==> config.mk <==
export PLATFORM = sky130hd
export DESIGN_NAME = ppm_frame_generator_core
export DESIGN_NICKNAME = d
export VERILOG_FILES = /design/src/rtl/ppmfg_pkg.sv /design/src/rtl/ppmfg_chan_store.sv /design/src/rtl/ppmfg_timer.sv /design/src/rtl/ppm_frame_generator_core.sv
export SDC_FILE = /design/constraint.sdc
export NUM_CORES = 1
export LEC_CHECK = 0
export ABC_CLOCK_PERIOD_IN_PS = 5600
export BUFFER_PORTS_ARGS = -buffer_cell sky130_fd_sc_hd__buf_4
export CORE_MARGIN = 10
export CORE_UTILIZATION = 57
export CTS_CLUSTER_SIZE = 40
export DETAILED_ROUTE_END_ITERATION = 10
export PLACE_DENSITY = 0.77
export RECOVER_POWER = 50
export SYNTH_ARGS = -nofsm -noshare
export SYNTH_HDL_FRONTEND = slang
export SYNTH_HIERARCHICAL = 1
export SYNTH_SLANG_ARGS = --single-unit
==> constraint.sdc <==
create_clock -name clk -period 5.6 [get_ports clk]
set_input_delay 0.28 -clock clk [delete_from_list [all_inputs] [get_ports clk]]
set_output_delay 0.28 -clock clk [all_outputs]
set_load 0.02 [all_outputs]
==> src/rtl/ppmfg_pkg.sv <==
// ppmfg_pkg: shared types, codes and constants for the PPM frame generator.
// No dependencies; imported by every module in rtl/.
package ppmfg_pkg;

	// default number of channel slots in the value store
	localparam int MAX_CHANNELS_DEF = 8;

	// field and register widths
	localparam int CMD_W      = 2;
	localparam int IDX_W      = 4;
	localparam int WVAL_W     = 12;
	localparam int CHV_W      = 11;
	localparam int CNT_W      = 4;
	localparam int PLT_W      = 10;
	localparam int FT_W       = 16;
	localparam int TICKS_W    = 16;
	localparam int ELAPSED_W  = 17;
	localparam int CFG_IDX_W  = 2;
	localparam int CFG_DATA_W = 16;

	typedef enum logic [CMD_W-1:0] {
		CMD_TICK  = 2'd0,
		CMD_WRITE = 2'd1,
		CMD_READ  = 2'd2,
		CMD_NOP   = 2'd3
	} cmd_t;

	// configuration register indexes
	localparam logic [CFG_IDX_W-1:0] REG_CHANNEL_COUNT = 2'd0;
	localparam logic [CFG_IDX_W-1:0] REG_PULSE_LOW     = 2'd1;
	localparam logic [CFG_IDX_W-1:0] REG_FRAME_TIME    = 2'd2;

	// register reset values
	localparam logic [CNT_W-1:0] CHANNEL_COUNT_RST = 4'd8;
	localparam logic [PLT_W-1:0] PULSE_LOW_RST     = 10'd400;
	localparam logic [FT_W-1:0]  FRAME_TIME_RST    = 16'd22500;

	// timing and value limits, microseconds
	localparam logic [TICKS_W-1:0] GAP_MIN   = 16'd500;
	localparam logic [WVAL_W-1:0]  VAL_MIN   = 12'd1000;
	localparam logic [WVAL_W-1:0]  VAL_MAX   = 12'd2000;
	localparam logic [CHV_W-1:0]   VAL_RESET = 11'd1500;

	// timer status toward the result stage
	typedef struct packed {
		logic line_low;
		logic frame_start;
	} ppmfg_tstat_t;

endpackage

==> src/rtl/ppmfg_chan_store.sv <==
// ppmfg_chan_store: channel value store, one write port and one read port.
// Depends on ppmfg_pkg. Entries reset to the default channel value.
module ppmfg_chan_store
	import ppmfg_pkg::*;
#(
	parameter int MAX_CHANNELS = MAX_CHANNELS_DEF,
	parameter int CW           = $clog2(MAX_CHANNELS)
) (
	input  logic             clk,
	input  logic             arst_n,
	input  logic             we,
	input  logic [CW-1:0]    waddr,
	input  logic [CHV_W-1:0] wdata,
	input  logic [CW-1:0]    raddr,
	output logic [CHV_W-1:0] rdata
);

	logic [CHV_W-1:0] val_q [MAX_CHANNELS];

	always_ff @(posedge clk or negedge arst_n) begin
		if (!arst_n) begin
			for (int i = 0; i < MAX_CHANNELS; i++) begin
				val_q[i] <= VAL_RESET;
			end
		end else if (we) begin
			val_q[waddr] <= wdata;
		end
	end

	// caller only uses rdata when raddr is in range
	assign rdata = val_q[raddr];

endmodule

==> src/rtl/ppmfg_timer.sv <==
// ppmfg_timer: PPM segment countdown and frame sequencer, one step per tick.
// Depends on ppmfg_pkg; channel values come from ppmfg_chan_store.
module ppmfg_timer
	import ppmfg_pkg::*;
#(
	parameter int MAX_CHANNELS = MAX_CHANNELS_DEF,
	parameter int CW           = $clog2(MAX_CHANNELS)
) (
	input  logic             clk,
	input  logic             arst_n,
	input  logic             tick,
	input  logic [CNT_W-1:0] channel_count,
	input  logic [PLT_W-1:0] pulse_low_time,
	input  logic [FT_W-1:0]  frame_time,
	input  logic [CHV_W-1:0] chan_value,
	output logic [CW-1:0]    chan_sel,
	output ppmfg_tstat_t     status
);

	localparam int EW = (CW + 1 > CNT_W) ? CW + 1 : CNT_W;

	logic                 line_low_q, line_low_nxt;
	logic [CW-1:0]        cur_q, cur_nxt;
	logic [TICKS_W-1:0]   ticks_q, ticks_nxt;
	logic [ELAPSED_W-1:0] elapsed_q, elapsed_nxt;
	logic                 gap;
	logic [TICKS_W-1:0]   seg;
	logic [EW-1:0]        cnt_ext, eff_cnt;
	logic [ELAPSED_W-1:0] used;

	// channel count clamped to 1..MAX_CHANNELS
	always_comb begin
		cnt_ext = EW'(channel_count);
		if (cnt_ext == '0) begin
			eff_cnt = EW'(1);
		end else if (cnt_ext > EW'(MAX_CHANNELS)) begin
			eff_cnt = EW'(MAX_CHANNELS);
		end else begin
			eff_cnt = cnt_ext;
		end
	end

	assign used = (elapsed_q > ELAPSED_W'(frame_time)) ? '0 : elapsed_q;

	always_comb begin
		line_low_nxt = line_low_q;
		cur_nxt      = cur_q;
		ticks_nxt    = ticks_q;
		elapsed_nxt  = elapsed_q;
		gap          = 1'b0;
		seg          = TICKS_W'(1);
		if (tick) begin
			if (ticks_q == '0) begin
				if (!line_low_q) begin
					// start of a separator pulse
					line_low_nxt = 1'b1;
					seg          = (pulse_low_time == '0) ? TICKS_W'(1)
					               : TICKS_W'(pulse_low_time);
					elapsed_nxt  = elapsed_q + ELAPSED_W'(seg);
				end else if (EW'(cur_q) + EW'(1) >= eff_cnt) begin
					// last pulse done: sync gap
					line_low_nxt = 1'b0;
					cur_nxt      = '0;
					seg          = frame_time - FT_W'(used);
					if (seg < GAP_MIN) begin
						seg = GAP_MIN;
					end
					elapsed_nxt  = '0;
					gap          = 1'b1;
				end else begin
					// channel interval, measured start to start
					line_low_nxt = 1'b0;
					seg          = (chan_value > CHV_W'(pulse_low_time))
					               ? TICKS_W'(chan_value - CHV_W'(pulse_low_time))
					               : TICKS_W'(1);
					elapsed_nxt  = elapsed_q + ELAPSED_W'(seg);
					cur_nxt      = cur_q + CW'(1);
				end
				ticks_nxt = seg - TICKS_W'(1);
			end else begin
				ticks_nxt = ticks_q - TICKS_W'(1);
			end
		end
	end

	always_ff @(posedge clk or negedge arst_n) begin
		if (!arst_n) begin
			line_low_q <= 1'b0;
			cur_q      <= '0;
			ticks_q    <= '0;
			elapsed_q  <= '0;
		end else begin
			line_low_q <= line_low_nxt;
			cur_q      <= cur_nxt;
			ticks_q    <= ticks_nxt;
			elapsed_q  <= elapsed_nxt;
		end
	end

	assign chan_sel           = cur_q;
	assign status.line_low    = line_low_nxt;
	assign status.frame_start = gap;

endmodule

==> src/rtl/ppm_frame_generator_core.sv <==
// ppm_frame_generator_core: RC PPM frame generator top level.
// Depends on ppmfg_pkg, ppmfg_chan_store and ppmfg_timer.
// Pipeline: a beat accepted into the input register moves on into the result register
//   through one combinational pass, once the result register frees up.
// Throughput: one beat per cycle while result_stall does not back up the result register.
// Reset (arst_n low, async): both stages empty, registers at defaults,
//   channel values 1500, line high, first tick starts a separator pulse.
module ppm_frame_generator_core
	import ppmfg_pkg::*;
#(
	parameter int MAX_CHANNELS = MAX_CHANNELS_DEF
) (
	input  logic                  clk,
	input  logic                  arst_n,
	// configuration write port
	input  logic                  cfg_we,
	input  logic [CFG_IDX_W-1:0]  cfg_index,
	input  logic [CFG_DATA_W-1:0] cfg_data,
	// item channel
	input  logic                  item_valid,
	output logic                  item_stall,
	input  logic [CMD_W-1:0]      cmd,
	input  logic [IDX_W-1:0]      channel_index,
	input  logic [WVAL_W-1:0]     write_value,
	// result channel
	output logic                  result_valid,
	input  logic                  result_stall,
	output logic                  pin_level,
	output logic [CHV_W-1:0]      read_value,
	output logic                  accepted,
	output logic                  frame_start
);

	localparam int CW = $clog2(MAX_CHANNELS);

	// configuration registers
	logic [CNT_W-1:0] chan_cnt_q;
	logic [PLT_W-1:0] pulse_low_q;
	logic [FT_W-1:0]  frame_time_q;

	always_ff @(posedge clk or negedge arst_n) begin
		if (!arst_n) begin
			chan_cnt_q   <= CHANNEL_COUNT_RST;
			pulse_low_q  <= PULSE_LOW_RST;
			frame_time_q <= FRAME_TIME_RST;
		end else if (cfg_we) begin
			case (cfg_index)
				REG_CHANNEL_COUNT: chan_cnt_q   <= cfg_data[CNT_W-1:0];
				REG_PULSE_LOW:     pulse_low_q  <= cfg_data[PLT_W-1:0];
				REG_FRAME_TIME:    frame_time_q <= cfg_data[FT_W-1:0];
				default: ;
			endcase
		end
	end

	// stage 1: input register
	logic              valid_s1;
	cmd_t              cmd_s1;
	logic [IDX_W-1:0]  idx_s1;
	logic [WVAL_W-1:0] wval_s1;
	logic              advance;
	logic              fire_s1;

	// result register frees up when empty or being taken this cycle
	assign advance    = !result_valid || !result_stall;
	assign fire_s1    = valid_s1 && advance;
	assign item_stall = valid_s1 && !advance;

	always_ff @(posedge clk or negedge arst_n) begin
		if (!arst_n) begin
			valid_s1 <= 1'b0;
		end else if (!item_stall) begin
			valid_s1 <= item_valid;
		end
	end

	always_ff @(posedge clk) begin
		if (!item_stall && item_valid) begin
			cmd_s1  <= cmd_t'(cmd);
			idx_s1  <= channel_index;
			wval_s1 <= write_value;
		end
	end

	// decode of the held beat
	logic idx_ok, val_ok, wr_en, is_tick;

	assign idx_ok  = {1'b0, idx_s1} < (IDX_W+1)'(MAX_CHANNELS);
	assign val_ok  = (wval_s1 >= VAL_MIN) && (wval_s1 <= VAL_MAX);
	assign is_tick = fire_s1 && (cmd_s1 == CMD_TICK);
	assign wr_en   = fire_s1 && (cmd_s1 == CMD_WRITE) && idx_ok && val_ok;

	// channel store: the timer addresses it on ticks, reads use the beat's index
	logic [CW-1:0]    chan_sel, raddr;
	logic [CHV_W-1:0] rdata;
	ppmfg_tstat_t     tstat;

	assign raddr = (cmd_s1 == CMD_TICK) ? chan_sel : idx_s1[CW-1:0];

	ppmfg_chan_store #(
		.MAX_CHANNELS (MAX_CHANNELS),
		.CW           (CW)
	) u_store (
		.clk    (clk),
		.arst_n (arst_n),
		.we     (wr_en),
		.waddr  (idx_s1[CW-1:0]),
		.wdata  (wval_s1[CHV_W-1:0]),
		.raddr  (raddr),
		.rdata  (rdata)
	);

	ppmfg_timer #(
		.MAX_CHANNELS (MAX_CHANNELS),
		.CW           (CW)
	) u_timer (
		.clk            (clk),
		.arst_n         (arst_n),
		.tick           (is_tick),
		.channel_count  (chan_cnt_q),
		.pulse_low_time (pulse_low_q),
		.frame_time     (frame_time_q),
		.chan_value     (rdata),
		.chan_sel       (chan_sel),
		.status         (tstat)
	);

	// result fields of the held beat
	logic [CHV_W-1:0] rd_val;
	logic             acc;

	always_comb begin
		rd_val = '0;
		acc    = 1'b0;
		case (cmd_s1)
			CMD_TICK:  acc = 1'b1;
			CMD_WRITE: acc = idx_ok && val_ok;
			CMD_READ: begin
				acc    = idx_ok;
				rd_val = idx_ok ? rdata : '0;
			end
			default: ;
		endcase
	end

	// stage 2: result register
	always_ff @(posedge clk or negedge arst_n) begin
		if (!arst_n) begin
			result_valid <= 1'b0;
		end else if (advance) begin
			result_valid <= valid_s1;
		end
	end

	always_ff @(posedge clk) begin
		if (fire_s1) begin
			pin_level   <= !tstat.line_low;
			read_value  <= rd_val;
			accepted    <= acc;
			frame_start <= tstat.frame_start;
		end
	end

	// the sync gap always starts with the line high
	a_gap_high: assert property (@(posedge clk) disable iff (!arst_n)
		result_valid && frame_start |-> pin_level)
		else $error("frame start with line low");

	// only ticks can start a frame, and ticks are always accepted
	a_gap_acc: assert property (@(posedge clk) disable iff (!arst_n)
		result_valid && frame_start |-> accepted && (read_value == '0))
		else $error("frame start on a non-tick beat");

	// stored values are always within the legal channel range
	a_rd_range: assert property (@(posedge clk) disable iff (!arst_n)
		result_valid && (read_value != '0) |->
			accepted && (read_value >= CHV_W'(VAL_MIN)) && (read_value <= CHV_W'(VAL_MAX)))
		else $error("read value out of range");

	// a stalled beat in stage 1 is never lost while results back up
	a_hold_s1: assert property (@(posedge clk) disable iff (!arst_n)
		item_stall |=> valid_s1)
		else $error("stage 1 beat dropped under stall");

endmodule
* After elaboration in Yosys (flattened, before gate mapping)
Index checks and enable logic that the tools add are counted.
Word-level totals: bits in latches 0, flip-flop bits (word level) 189, memories kept 0, bits in read-only memories 0, input port bits 41, word-level logic and storage cells 102, memory bits (writable) 0
Cells by class: divide/modulo/power cells 0, multiply operators 0, reductions and logical operators 27, $add $sub $neg 8, bitwise operators 2, shift-type cells 0, equality and inequality tests 4, mux-type cells 26, magnitude comparators 11
Operators by type and width (number):
- 2-to-1 mux 16 bit | 8
- bitwise mux 88 bit | 1
- 2-to-1 mux 17 bit | 2
- binary-select mux 11 bit (select 3 bit) | 1
- demux 11 bit (select 3 bit) | 1
- 2-to-1 mux 11 bit | 3
- subtractor 16 x 1 -> 16 bit, second input constant | 2
- adder 17 x 10 -> 17 bit | 1
- adder 17 x 16 -> 17 bit | 1
- > comparator 17 x 16 -> 1 bit | 1
- logical NOT 16 bit | 1
- less-than comparator 16 x 9 -> 1 bit, second input constant | 1
- subtractor 16 bit | 1
- greater-or-equal comparator 12 x 10 -> 1 bit, second input constant | 1
- <= comparator 12 x 11 -> 1 bit, second input constant | 1
- subtractor 11 x 10 -> 12 bit | 1
- > comparator 11 x 10 -> 1 bit | 1
- logical AND 1 bit | 10
- logical NOT 10 bit | 1
- 2-to-1 mux 10 bit | 1
- AND reduction 2 bit | 5
- greater-or-equal comparator 4 bit, second input constant | 2
- 2-to-1 mux 4 bit | 2
- inverter 3 -> 4 bit | 2
- other kinds (16) | 27

* Depth between registers and ports, before layout
depth after elaboration 14, gate-level depth with buffers 27

* Hierarchy
The synthesis kept the hierarchy.
By module, submodules not included:
- ppmfg_timer | instances 1, seq. area each 925.9 um2, area each 5733.0 um2, cells an instance 758
- ppmfg_chan_store | instances 1, seq. area each 2272.2 um2, area each 4120.2 um2, cells an instance 230
- ppm_frame_generator_core | instances 1, seq. area each 1778.0 um2, area each 2433.6 um2, cells an instance 139

* Worst setup path before layout
No wires, ideal clock.
kind register to register, start register cmd_s1[0], end register u_timer.elapsed_q[16], data required time 5.523 ns, buffers on the path 1, path slack -0.510 ns, period minus slack after synthesis 6.110 ns, library setup time 0.077 ns, stages on the path, launching flop included 27, arrival time 6.032 ns, path through edfxtp_1 -> nor2_1 -> mux2_2 -> buf_6 -> mux4_1 -> mux2_2 -> inv_1 -> ha_1 -> inv_1 -> fa_1 -> a211oi_1 -> o21ai_0 -> and2_1 -> a211o_1 -> and2_1 -> fa_1 -> a21o_1 -> a21oi_1 -> o21bai_1 -> a21o_1 -> a21oi_1 -> o21ai_0 -> o41ai_1 -> o21ai_0 -> nor4_1 -> a221oi_1 -> a21oi_1
Between the ends: word-level cells in the longest chain between the ends 11, elaborated cells between the ends (all ways) 14, classes of those cells add/sub: 2; order compare: 1; mux: 7; bitwise: 1; reduce/logical: 3
RTL lines:
- start, declared | RTL line ppm_frame_generator_core.sv:58 | cmd_t cmd_s1;
- start signal, assigned | RTL line ppm_frame_generator_core.sv:79 | cmd_s1 <= cmd_t'(cmd);
- logical NOT 2 bit * | RTL line ppm_frame_generator_core.sv:98 | assign raddr = (cmd_s1 == CMD_TICK) ? chan_sel : idx_s1[CW-1:0];
- 2-to-1 mux 3 bit * | RTL line ppm_frame_generator_core.sv:98
- via raddr[0] | RTL line ppm_frame_generator_core.sv:94 | logic [CW-1:0] chan_sel, raddr;
- inverter 3 -> 4 bit (not written as such) * | RTL line ppmfg_chan_store.sv:31 | assign rdata = val_q[raddr];
- binary-select mux 11 bit (select 3 bit) * | RTL line ppmfg_chan_store.sv:31
- 2-to-1 mux 11 bit (not written as such) * (2 in a row) | RTL line ppmfg_chan_store.sv:31
- via rdata[0] | RTL line ppm_frame_generator_core.sv:95 | logic [CHV_W-1:0] rdata;
- subtractor 11 x 10 -> 12 bit or > comparator 11 x 10 -> 1 bit (tied branches) | RTL line ppmfg_timer.sv:74, ppmfg_timer.sv:73
- 2-to-1 mux 16 bit * | RTL line ppmfg_timer.sv:74 | ? TICKS_W'(chan_value - CHV_W'(pulse_low_time))
- adder 17 x 16 -> 17 bit * | RTL line ppmfg_timer.sv:76 | elapsed_nxt = elapsed_q + ELAPSED_W'(seg);
- 2-to-1 mux 17 bit * | RTL line ppmfg_timer.sv:60 | end else if (EW'(cur_q) + EW'(1) >= eff_cnt) begin
- 2-to-1 mux 17 bit * | RTL line ppmfg_timer.sv:54 | if (!line_low_q) begin
- end signal, assigned | RTL line ppmfg_timer.sv:96 | elapsed_q <= elapsed_nxt;
- end, declared | RTL line ppmfg_timer.sv:25 | logic [ELAPSED_W-1:0] elapsed_q, elapsed_nxt;
The timed path passes the listed nets; every way through them passes the cells marked *. The select of a mux whose other input is x is not followed. A chain may end at the register's enable or synchronous reset.

* Final worst setup path
start register frame_time_q[2], end register u_timer.ticks_q[12]
Between the ends: word-level cells in the longest chain between the ends 11
RTL lines:
- start, declared | RTL line ppm_frame_generator_core.sv:39 | logic [FT_W-1:0] frame_time_q;
- start signal, assigned | RTL line ppm_frame_generator_core.sv:50 | REG_FRAME_TIME: frame_time_q <= cfg_data[FT_W-1:0];
- > comparator 17 x 16 -> 1 bit | RTL line ppmfg_timer.sv:43 | assign used = (elapsed_q > ELAPSED_W'(frame_time)) ? '0 : elapsed_q;
- 2-to-1 mux 16 bit | RTL line ppmfg_timer.sv:43
- subtractor 16 bit * | RTL line ppmfg_timer.sv:64 | seg = frame_time - FT_W'(used);
- less-than comparator 16 x 9 -> 1 bit | RTL line ppmfg_timer.sv:65 | if (seg < GAP_MIN) begin
- 2-to-1 mux 16 bit * | RTL line ppmfg_timer.sv:65
- 2-to-1 mux 16 bit * | RTL line ppmfg_timer.sv:60
- 2-to-1 mux 16 bit * | RTL line ppmfg_timer.sv:54
- 2-to-1 mux 16 bit * | RTL line ppmfg_timer.sv:53 | if (ticks_q == '0) begin
- 2-to-1 mux 16 bit * | RTL line ppmfg_timer.sv:52 | if (tick) begin
- subtractor 16 x 1 -> 16 bit * | RTL line ppmfg_timer.sv:79 | ticks_nxt = seg - TICKS_W'(1);
- 2-to-1 mux 16 bit * | RTL line ppmfg_timer.sv:53
- end signal, assigned | RTL line ppmfg_timer.sv:95 | ticks_q <= ticks_nxt;
- end, declared | RTL line ppmfg_timer.sv:24 | logic [TICKS_W-1:0] ticks_q, ticks_nxt;
Mark *: on every way between the ends. The rest lies on a longest branch, timed or not. The select of a mux whose other input is x is not followed.

==> impl_metrics.csv <==
group,metric,value,unit
logic_synthesis,syn_inst,1127,
timing,period_minus_slack,5.70,ns
layout,final_util,0.733,
layout,final_nets,1454,
logic_synthesis,synth-seq-cells,189,
flow_run,cap_violations,0,
timing,relSlewSlack,0.287,
drt,viasPerCell,6.37,
place,dp_hpwl,24.4,mm
worst_setup_path,rr_startpoint,"frame_time_q[2]",
layout,antenna_cells,0,
worst_setup_path,end_kind,"flip-flop",
clocking,clkSinkCount,189,
worst_setup_path,critical_path_required,5.98,ns
logic_synthesis,ys_types,87,
power,vdd_drop_max,239,uV
timing,holdWs,0.0308,ns
place,port_buffers,56,
clocking,cts_tree,"yes",
run_status,violations,"negative setup slack",
worst_setup_path,critPathCapture,"u_timer/ticks_q[12]",
timing,fin_worst_skew,0.0127,ns
power,total_power,5.37,mW
timing,setup_tns,-0.385,ns
logic_synthesis,ys_async_sr_fraction,0.831,
timing,finalMaxSlewViolations,0,
drt,vias,10300,
timing,rsz0062_at_grt,"yes",
logic_synthesis,synthTopCellsByCount,"mux2_2 (135), dfrtp_1 (88), ha_1 (75)",
worst_setup_path,cp_max_fo,5,
drt,drtIter0Drc,1009,
floorplanning,rows,53,
run_status,status,"finished with violations",
drt,ant_nets,0,
layout,drive_gt1_frac,0.423,
worst_setup_path,worst_r2r_endpoint,"u_timer/ticks_q[12]",
grt,track_usage,0.242,
floorplanning,start_util,0.583,
logic_synthesis,synth-main-ff-cell,"dfrtp_1",
grt,grt_max_degree,96,
logic_synthesis,ys_warn_count,6,
floorplanning,die_area,27800,um2
logic_synthesis,post_synth_instance_area,12300,um2
floorplanning,die_h,167,um
logic_synthesis,synth_edf_count,32,
grt,grt_pass1_wl,54.9,mm
clocking,cts_buffer_depth,2,
power,p_per_area,348,nW/um2
logic_synthesis,yosysSeqAreaShare,0.405,
timing,setup_viol,6,
logic_synthesis,yosys-top-cells-area,"dfrtp_1 (18%), dfstp_2 (15%), mux2_2 (12%), edfxtp_1 (7.8%), ha_1 (7.6%)",
grt,use_met1,0.286,
clocking,cts-root-buf,"clkbuf_16",
place,place_ws,-0.245,ns
floorplanning,die_w,167,um
worst_setup_path,arrival,6.07,ns
floorplanning,core_area,21100,um2
clocking,htree_levels,4,
grt,grt.busiest_layer,"met2",
logic_synthesis,synth_area_leader_cell,"dfrtp_1",
grt,globalRouteMet2Util,0.421,
worst_hold_path,hold_path_class,"input port to flip-flop",
clocking,clkTransAtPathRegs,0.08,ns
layout,area_growth,25.9,%
worst_setup_path,rrSetupSlack,-0.1,ns
worst_setup_path,r2r_cells,22,
drt,dr.pass1.iters,6,
drt,avgRoutedWirePerCell,22.1,um
timing,setup_ws,-0.0961,ns
timing,clock.fmax,0.176,GHz
place,routabilityCongestion,0.943,
worst_setup_path,worstSetupStartpointType,"flip-flop",
floorplanning,top_level_ports,57,
logic_synthesis,synth.avg_cell_area,10.9,um2
clocking,clk_latency,0.45,ns
power,p_leak,6.94,nW
drt,drc_errors,0,
grt,use_met3,0.0442,
clocking,cts_inserted_buffers,17,
worst_setup_path,path_class,"flip-flop to flip-flop",
grt,antenna_found_initial,0,
logic_synthesis,synthDominantCellAreaShare,0.179,
grt,grt-ovfl-total,0,
drt,wirelength,35.9,mm
logic_synthesis,syn-num-nets,1247,
timing,hold_viol_final,0,
timing,tightest_slew,1.06,ns
grt,grt_pass1_vias,10200,
logic_synthesis,synth_most_common_cell,"mux2_2",
timing,period_share,1.02,
worst_setup_path,worstSetupStartpoint,"frame_time_q[2]",
[placed cells by master, fill, tap and decap left out, types with 19 or more instances in the layout]
master / count
nor3_1: 19
buf_4: 190
mux2_2: 129
dfrtp_1: 88
a21oi_1: 57
ha_1: 62
nand2_1: 64
edfxtp_1: 32
o21ai_0: 37
nor2_1: 59
xnor2_1: 23
inv_1: 54
o21a_1: 20
dfstp_2: 69
[critical path: stages, from the launching register on]
cell and delay (ns):
dfstp_2 0.54, inv_1 0.06, ha_4 0.27, nand4_1 0.23, nor4_4 0.44, a211o_1 0.24
o21ai_4 0.08, buf_6 0.14, nand2_2 0.08, ha_1 0.22, nor2b_1 0.14, o31a_1 0.28
o211a_4 0.27, buf_4 0.13, o31a_1 0.28, mux2i_1 0.23, and3_4 0.23, nand4_1 0.24
o41ai_2 0.39, ha_2 0.33, nand2_4 0.09, or4_4 0.53, a21oi_2 0.15
[worst min-delay path by stage]
stage                     start          endpoint  slack [ns]  cells past startpoint
5_1_grt              item_valid          valid_s1        0.02                      2
2_1_floorplan            arst_n     chan_cnt_q[0]       -0.02                      0
4_1_cts        channel_index[3]         idx_s1[3]       0.004                      1
3_3_place_gp             arst_n  frame_time_q[13]        0.44                      1
3_5_place_dp             arst_n  frame_time_q[13]        0.45                      1
6_report             item_valid          valid_s1        0.03                      2
[logic make-up (layout without fill, tap and decap cells)]
family,after synthesis,count (layout),share of synthesized area
AO/OA/AOI/OAI,265,266,0.150
XOR/XNOR,42,42,0.0299
adder cells (fa/ha/maj),79,79,0.0829
buffers and inverters,112,330,0.0380
flip-flops,189,189,0.405
multiplexers,160,160,0.173
AND/OR/NAND/NOR,280,281,0.121
[flip-flops by register name, indices dropped and copies added (netlist names)]
register	count
u_store/val_q	88
u_timer/elapsed_q	17
frame_time_q	16
u_timer/ticks_q	16
wval_s1	12
read_value	11
pulse_low_q	10
chan_cnt_q	4
idx_s1	4
u_timer/chan_sel	3
cmd_s1	2
accepted	1
frame_start	1
pin_level	1
result_valid	1
u_timer/line_low_q	1
valid_s1	1
[power breakdown]
group / leakage [nW] / switching (mW) / internal (mW)
Clock: 0.302 / 0.655 / 0.621
Combinational: 4.47 / 1.25 / 1.10
Sequential: 2.17 / 0.168 / 1.58
Total: 6.94 / 2.07 / 3.30
[timing repair]
| action | 4_1_cts | 5_1_grt |
|---|---|---|
| hold buffers | 18 | 0 |
| setup buffers | 21 | 25 |
| cloned | 1 | 2 |
| pin swaps | 24 | 32 |
| setup endpoints to repair | 14 | 20 |
| endpoints found under the hold margin | 77 | 0 |
| gates resized for setup | 23 | 82 |
[routing by layer]
layer / wire length (um) / share of wire
met5: 0 / 0
met3: 2070 / 0.058
met1: 14100 / 0.39
met2: 18300 / 0.51
met4: 1480 / 0.041
[through the flow]
step / std cells / instance area, um2
after floorplan: 1127 / 12400
after global routing: 1622 / 15500
after detailed placement: 1525 / 13800
after global placement: 1525 / 13800
after CTS: 1597 / 14900
final: 1622 / 15500
[area by class of cell]
cell class                 instances  area [um2]
timing repair buffer             237        1860
sequential                       189        4980
multi-input combinational        828        7430
clock inverter                    15         199
inverter                          61         231
tap                              275         344
fill                            1394        5620
clock buffer                      17         425
Note: power is estimated with default switching activity, not from simulation.
